`config.mk`:
```
export PLATFORM = sky130hd
export DESIGN_NAME = modbus_rtu_request_classifier_top
export DESIGN_NICKNAME = d
export VERILOG_FILES = /design/src/hdl/mbrc_pkg.sv /design/src/hdl/mbrc_classify.sv /design/src/hdl/modbus_rtu_request_classifier_top.sv
export SDC_FILE = /design/constraint.sdc
export NUM_CORES = 1
export LEC_CHECK = 0
export ABC_CLOCK_PERIOD_IN_PS = 8400
export BUFFER_PORTS_ARGS = -buffer_cell sky130_fd_sc_hd__clkbuf_2
export CAP_MARGIN = 15
export CORE_MARGIN = 5
export CORE_UTILIZATION = 47
export CTS_BUF_LIST = sky130_fd_sc_hd__clkbuf_8
export DETAILED_ROUTE_END_ITERATION = 6
export PLACE_DENSITY = 0.67
export SLEW_MARGIN = 10
export SYNTH_ARGS = -nofsm -noshare
export SYNTH_HDL_FRONTEND = slang
export SYNTH_SLANG_ARGS = --single-unit
export TNS_END_PERCENT = 1
```
`constraint.sdc`:
```
create_clock -name i_clk -period 8.4 [get_ports i_clk]
set_input_delay 0.84 -clock i_clk [delete_from_list [all_inputs] [get_ports i_clk]]
set_output_delay 0.84 -clock i_clk [all_outputs]
set_load 0.005 [all_outputs]
```
`src/hdl/mbrc_pkg.sv`:
```
// Shared types, codes and the CRC-16/MODBUS byte update for the RTU request classifier.
// Used by mbrc_classify, modbus_rtu_request_classifier_top and the testbench; no dependencies.
`default_nettype none

package mbrc_pkg;

    // Length counter width and its saturation value
    localparam int unsigned LEN_BITS = 9;
    localparam logic [LEN_BITS-1:0] LEN_MAX = {LEN_BITS{1'b1}};

    // Reported frame length: nine bits, held at its maximum for longer frames
    localparam int unsigned LEN_OUT_BITS = 9;
    localparam logic [LEN_OUT_BITS-1:0] LEN_OUT_MAX = {LEN_OUT_BITS{1'b1}};

    // CRC-16/MODBUS
    localparam logic [15:0] CRC_POLY = 16'hA001;
    localparam logic [15:0] CRC_INIT = 16'hFFFF;

    // Frame limits
    localparam logic [LEN_BITS-1:0] MIN_FRAME = LEN_BITS'(8);
    localparam logic [LEN_BITS-1:0] MIN_CRC_LEN = LEN_BITS'(3);
    localparam logic [17:0] MULTI_MIN = 18'd9;    // header, byte count and CRC
    localparam int unsigned HDR_DEPTH = 6;

    // Function codes
    localparam logic [7:0] FN_READ   = 8'h03;
    localparam logic [7:0] FN_WRITE1 = 8'h06;
    localparam logic [7:0] FN_DIAG   = 8'h08;
    localparam logic [7:0] FN_WRITEN = 8'h10;

    // Exception codes as sent on the wire
    localparam logic [1:0] EXC_NONE  = 2'd0;
    localparam logic [1:0] EXC_FUNC  = 2'd1;
    localparam logic [1:0] EXC_VALUE = 2'd3;

    typedef enum logic [2:0] {
        ACT_IGNORE = 3'd0,
        ACT_READ   = 3'd1,
        ACT_WRITE1 = 3'd2,
        ACT_WRITEN = 3'd3,
        ACT_ECHO   = 3'd4,
        ACT_EXCEPT = 3'd5
    } t_action;

    typedef logic [7:0] t_header [HDR_DEPTH];

    typedef struct packed {
        logic                    crc_ok;
        logic [LEN_OUT_BITS-1:0] frame_length;
        logic [15:0]             single_value;
        logic [15:0]             register_count;
        logic [15:0]             start_address;
        logic [7:0]              fn_code;
        logic [7:0]              slave_address;
        logic [1:0]              exc_code;
        t_action                 action;
    } t_result;

    // One byte through the reflected CRC, bit by bit
    function automatic logic [15:0] crc_feed(input logic [15:0] crc, input logic [7:0] b);
        logic [15:0] c;
        c = crc ^ {8'h00, b};
        for (int k = 0; k < 8; k++) begin
            if (c[0]) begin
                c = (c >> 1) ^ CRC_POLY;
            end else begin
                c = c >> 1;
            end
        end
        return c;
    endfunction

endpackage

`default_nettype wire

```
`src/hdl/mbrc_classify.sv`:
```
// Decodes a finished request frame into its action, exception and header fields.
// Depends on mbrc_pkg; purely combinational, feeds the result register of the top level.
`default_nettype none

module mbrc_classify (
    input  mbrc_pkg::t_header                i_hdr,
    input  logic [mbrc_pkg::LEN_BITS-1:0]    i_len,
    input  logic                             i_crc_ok,
    output mbrc_pkg::t_result                o_res
);
    import mbrc_pkg::*;

    logic [15:0]             start;
    logic [15:0]             count;
    logic [17:0]             need_len;
    logic                    long_enough;
    logic [LEN_OUT_BITS-1:0] len_out;

    assign start       = {i_hdr[2], i_hdr[3]};
    assign count       = {i_hdr[4], i_hdr[5]};
    // 9 + 2*count, full width so a huge count never wraps
    assign need_len    = MULTI_MIN + {1'b0, count, 1'b0};
    assign long_enough = ({{(18-LEN_BITS){1'b0}}, i_len} >= need_len);
    // Reported length holds at its maximum when the counter is wider
    assign len_out     = (i_len > LEN_BITS'(LEN_OUT_MAX)) ? LEN_OUT_MAX
                                                          : i_len[LEN_OUT_BITS-1:0];

    always_comb begin
        o_res = '0;
        o_res.action       = ACT_IGNORE;
        o_res.frame_length = len_out;
        if (i_len >= MIN_FRAME) begin
            o_res.slave_address  = i_hdr[0];
            o_res.fn_code        = i_hdr[1];
            o_res.start_address  = start;
            o_res.register_count = count;
            o_res.crc_ok         = i_crc_ok;
            // Order matters: a bad CRC overrides any function decode
            priority if (!i_crc_ok) begin
                o_res.action   = ACT_EXCEPT;
                o_res.exc_code = EXC_VALUE;
            end else if (i_hdr[1] == FN_READ) begin
                o_res.action = ACT_READ;
            end else if (i_hdr[1] == FN_WRITE1) begin
                o_res.action         = ACT_WRITE1;
                o_res.single_value   = count;
                o_res.register_count = 16'd1;
            end else if (i_hdr[1] == FN_DIAG) begin
                if (start == 16'd0) begin
                    o_res.action = ACT_ECHO;
                end else begin
                    o_res.action   = ACT_EXCEPT;
                    o_res.exc_code = EXC_FUNC;
                end
            end else if (i_hdr[1] == FN_WRITEN) begin
                if (long_enough) begin
                    o_res.action = ACT_WRITEN;
                end else begin
                    o_res.action   = ACT_EXCEPT;
                    o_res.exc_code = EXC_VALUE;
                end
            end else begin
                o_res.action   = ACT_EXCEPT;
                o_res.exc_code = EXC_FUNC;
            end
        end
    end

endmodule

`default_nettype wire

```
`src/hdl/modbus_rtu_request_classifier_top.sv`:
```
// Top level of the Modbus RTU request classifier: input register, CRC/length/header
// tracking and result register. Depends on mbrc_pkg and mbrc_classify.
//
//  channel   dir  payload                                       handshake
//  s (rx)    in   tdata[7:0] rx_byte, tlast last_byte           tvalid/tready
//  m (res)   out  tdata[79:0] classification (see port list)    tvalid/tready
//
// One byte per cycle unless a frame-end byte waits on a stalled result: each byte is
// held in the input register, where the unrolled eight-bit CRC update and the
// classification run, then the result word is registered.
// Reset (i_rst_n low, synchronous) empties both registers, sets the CRC to FFFF and
// the count to zero. A stalled result blocks only the frame-end byte behind it;
// bytes inside a frame keep flowing while the result waits.
`default_nettype none

module modbus_rtu_request_classifier_top (
    input  logic        i_clk,
    input  logic        i_rst_n,
    input  logic        i_s_tvalid,
    output logic        o_s_tready,
    input  logic [7:0]  i_s_tdata,   // [7:0] rx_byte
    input  logic        i_s_tlast,   // last_byte
    output logic        o_m_tvalid,
    input  logic        i_m_tready,
    // [2:0] action, [4:3] exc_code, [12:5] slave_address, [20:13] fn_code,
    // [36:21] start_address, [52:37] register_count, [68:53] single_value,
    // [77:69] frame_length, [78] crc_ok, [79] zero
    output logic [79:0] o_m_tdata
);
    import mbrc_pkg::*;

    // Input register
    logic                r_in_vld;
    logic [7:0]          r_in_byte;
    logic                r_in_last;

    // Frame state
    logic [15:0]         r_crc,  n_crc;
    logic [LEN_BITS-1:0] r_cnt,  n_cnt;
    logic [7:0]          r_tail0;
    logic [7:0]          r_tail1;
    t_header             r_hdr;

    // Result register
    logic                r_out_vld;
    t_result             r_out;

    logic                out_free;
    logic                proc_go;
    logic [15:0]         crc_upd;
    logic                crc_ok;
    t_result             res;

    assign out_free   = !r_out_vld || i_m_tready;
    assign proc_go    = r_in_vld && (!r_in_last || out_free);
    assign o_s_tready = !r_in_vld || proc_go;

    // Input word capture
    always_ff @(posedge i_clk) begin
        if (!i_rst_n) begin
            r_in_vld <= 1'b0;
        end else if (o_s_tready) begin
            r_in_vld <= i_s_tvalid;
        end
        if (o_s_tready && i_s_tvalid) begin
            r_in_byte <= i_s_tdata;
            r_in_last <= i_s_tlast;
        end
    end

    // CRC runs two bytes behind so the received CRC never enters it
    always_comb begin
        crc_upd = (r_cnt >= LEN_BITS'(2)) ? crc_feed(r_crc, r_tail1) : r_crc;
        n_cnt   = (r_cnt != LEN_MAX) ? r_cnt + LEN_BITS'(1) : r_cnt;
        crc_ok  = (n_cnt >= MIN_CRC_LEN) && (crc_upd == {r_in_byte, r_tail0});
        n_crc   = r_in_last ? CRC_INIT : crc_upd;
    end

    mbrc_classify u_classify (
        .i_hdr    (r_hdr),
        .i_len    (n_cnt),
        .i_crc_ok (crc_ok),
        .o_res    (res)
    );

    // Frame tracking
    always_ff @(posedge i_clk) begin
        if (!i_rst_n) begin
            r_crc   <= CRC_INIT;
            r_cnt   <= '0;
            r_tail0 <= '0;
            r_tail1 <= '0;
        end else if (proc_go) begin
            r_crc   <= n_crc;
            r_cnt   <= r_in_last ? '0 : n_cnt;
            r_tail1 <= r_tail0;
            r_tail0 <= r_in_byte;
        end
    end

    // Header bytes 0 to 5, no reset
    always_ff @(posedge i_clk) begin
        if (proc_go && (r_cnt < LEN_BITS'(HDR_DEPTH))) begin
            r_hdr[r_cnt[2:0]] <= r_in_byte;
        end
    end

    // Result word
    always_ff @(posedge i_clk) begin
        if (!i_rst_n) begin
            r_out_vld <= 1'b0;
        end else if (proc_go && r_in_last) begin
            r_out_vld <= 1'b1;
        end else if (i_m_tready) begin
            r_out_vld <= 1'b0;
        end
        if (proc_go && r_in_last) begin
            r_out <= res;
        end
    end

    assign o_m_tvalid = r_out_vld;
    assign o_m_tdata  = {1'b0, r_out.crc_ok, r_out.frame_length, r_out.single_value,
                         r_out.register_count, r_out.start_address, r_out.fn_code,
                         r_out.slave_address, r_out.exc_code, r_out.action};

endmodule

`default_nettype wire

```
==> qor.yml <==
outcome: "complete, no violations"
setup_tns_ns: 0
setup_violations: 0
place.gp.congestion: 0.870
io_buffers: 93
final.setup.worst_slack_ns: 4.35
n_antenna_cell: 0
die_h_um: 138
drtIter0Drc: 356
ys_ff_latch: 179
cts_buffers: 17
finalInstanceArea_um2: 8710
rsz0062_at_grt: "false"
design_power_total_mw: 1.61
ys_top_cells_by_count: "136 x edfxtp_1, 89 x nand2_1, 43 x dfxtp_1"
detail-route-antenna-nets: 0
dp_hpwl_um: 10900
synthFlopType: "edfxtp_1"
syn_nets: 647
crit_type: "reg -> reg"
power_density_nw_per_um2: 185
final_util_pct: 54.6
final.setup_skew_ns: 0.0113
slew_violations: 0
clk_latency_ns: 0.45
synth_edf_count: 136
grt_overflow: 0
initial_utilization_pct: 48.2
place_ws_ns: 4.35
netlist_top_cells_area: "edfxtp_1 53%, dfxtp_1 11%, nand2_1 4.3%"
regArea_um2: 4940
fmax_ghz: 0.247
period_needed_ns: 4.05
ys_seq_area_share_pct: 64.4
holdBufCountCts: 0
vias: 4860
worstPathRequired_ns: 8.70
netlist-cell-type-count: 57
worst_pin_slew_ns: 1.11
track_usage_pct: 17.2
cts_resized: 0
async_reset_ff_share_pct: 0
syn-cell-area_um2: 7680
hp-class: "reg -> reg"
cap_viol_max_count: 0
first_pass_iters: 4
place_area_um2: 8310
syn2layout_area_growth_pct: 13.4
drive_gt1_share_pct: 20.3
finalWirelength_um: 15400
clkSinkCount: 179
grt_pass1_vias: 4786
grt_max_degree: 81
endpoint_kind: "register"
clkTransAtPathRegs_ns: 0.09
wl_per_cell_um: 16.4
die-area_um2: 19000
multi_input_area_um2: 2500
rows: 46
synth.avg_cell_area_um2: 12.3
maxSlewHeadroom_pct: 25.8
ir_drop_mv: 0.106
n_fill_cell: 1383
clockRootBuffer: "clkbuf_8"
hold_viol: 0
yosysWarnings: 0
pin_count: 95
antenna_found_initial: 0
grt_pass1_wl_um: 24800
cp.arrival_ns: 4.35
dieWidth_um: 138
postCtsSetupBuffers: 0
drc: 0
p_leak_nw: 3.31
critPathLaunchType: "register"
cts_tree: "built"
viasPerCell: 5.17
final_nets: 736
core_area_um2: 15900
cts_htree_levels: 4
yosysMostFrequentCell: "edfxtp_1"
clock_path_buffers: 2
cp_max_fo: 14
synth_top_area_share_pct: 53.2
fin_crit_sh_pct: 48.2
yosysTopAreaCell: "edfxtp_1"
netlist_instances: 623
layout make-up:
class	instances	area share, %
timing repair buffer	100	5.95
tap	216	3.10
multi-input combinational	390	28.7
clock buffer	17	2.69
sequential	179	56.8
clock inverter	14	1.75
inverter	24	1.03
sequential cells by signal, indices dropped and copies added (netlist names):
register    count
r_in_byte       8
r_in_last       1
o_m_tdata      79
r_tail1         8
o_m_tvalid      1
r_cnt           9
r_crc          16
r_in_vld        1
r_hdr          48
r_tail0         8
where the power goes:
part           switching [mW]  total [mW]  internal (mW)  leakage, nW
logic                  0.0333      0.0557         0.0224         1.51
registers              0.0151       0.980          0.965         1.62
clock network           0.306       0.572          0.266        0.186
cell usage in the layout, fill, tap and decap left out, drive strengths merged, types with 23 or more instances in the layout:
cell type    n
nand3       23
inv         28
nor3        24
clkbuf     110
nand2       89
edfxtp     136
and2        32
nor2        25
dfxtp       43
xnor2       32
cell families (layout without fill, tap and decap cells):
group | after synthesis | count (layout) | synth area share (%)
AO/OA/AOI/OAI | 76 | 76 | 6.84
XOR/XNOR | 52 | 52 | 6.30
adder cells (fa/ha/maj) | 11 | 11 | 1.79
buffers and inverters | 54 | 155 | 3.18
flip-flops | 179 | 179 | 64.4
multiplexers | 16 | 16 | 2.12
other | 1 | 1 | 0.0488
AND/OR/NAND/NOR | 234 | 234 | 15.3
worst max-delay path: stages, from the launching register on:
cell and delay [ns]:
dfxtp_1 0.52, ha_1 0.27, nand2_1 0.11, or4_1 0.73
nand4_1 0.25, xnor2_1 0.21, ha_1 0.31, a21o_1 0.17
a211oi_1 0.21, o311ai_0 0.17, o2111ai_1 0.35, nor2b_1 0.13
a311o_1 0.33, a21boi_0 0.16
stage by stage:
step,std cells,hold WS [ns]
6_report,940,0.488
5_1_grt,940,0.514
4_1_cts,939,0.490
3_5_place_dp,908,0.477
3_3_place_gp,908,0.469
2_1_floorplan,623,0.456
path summary, 6_finish.rpt:
check,depth (start not counted),endpoint,start,slack [ns]
setup reg to reg,13,o_m_tdata[3]$_SDFFCE_PP0P_,r_cnt[1]$_SDFFE_PN0P_,4.35
hold reg to reg,2,r_tail1[1]$_SDFFE_PN0P_,r_tail1[1]$_SDFFE_PN0P_,0.49
hold / removal,2,r_tail1[1]$_SDFFE_PN0P_,r_tail1[1]$_SDFFE_PN0P_,0.49
setup / recovery,13,o_m_tdata[3]$_SDFFCE_PP0P_,r_cnt[1]$_SDFFE_PN0P_,4.35
layer usage:
| layer | track usage [%] | wire, µm |
|---|---|---|
| met5 | 0 | 0 |
| met3 | 3.69 | 693 |
| met1 | 22.7 | 7010 |
| met4 | 6.59 | 342 |
| met2 | 27.9 | 7370 |
No activity file was read; power rests on OpenSTA's default activity.
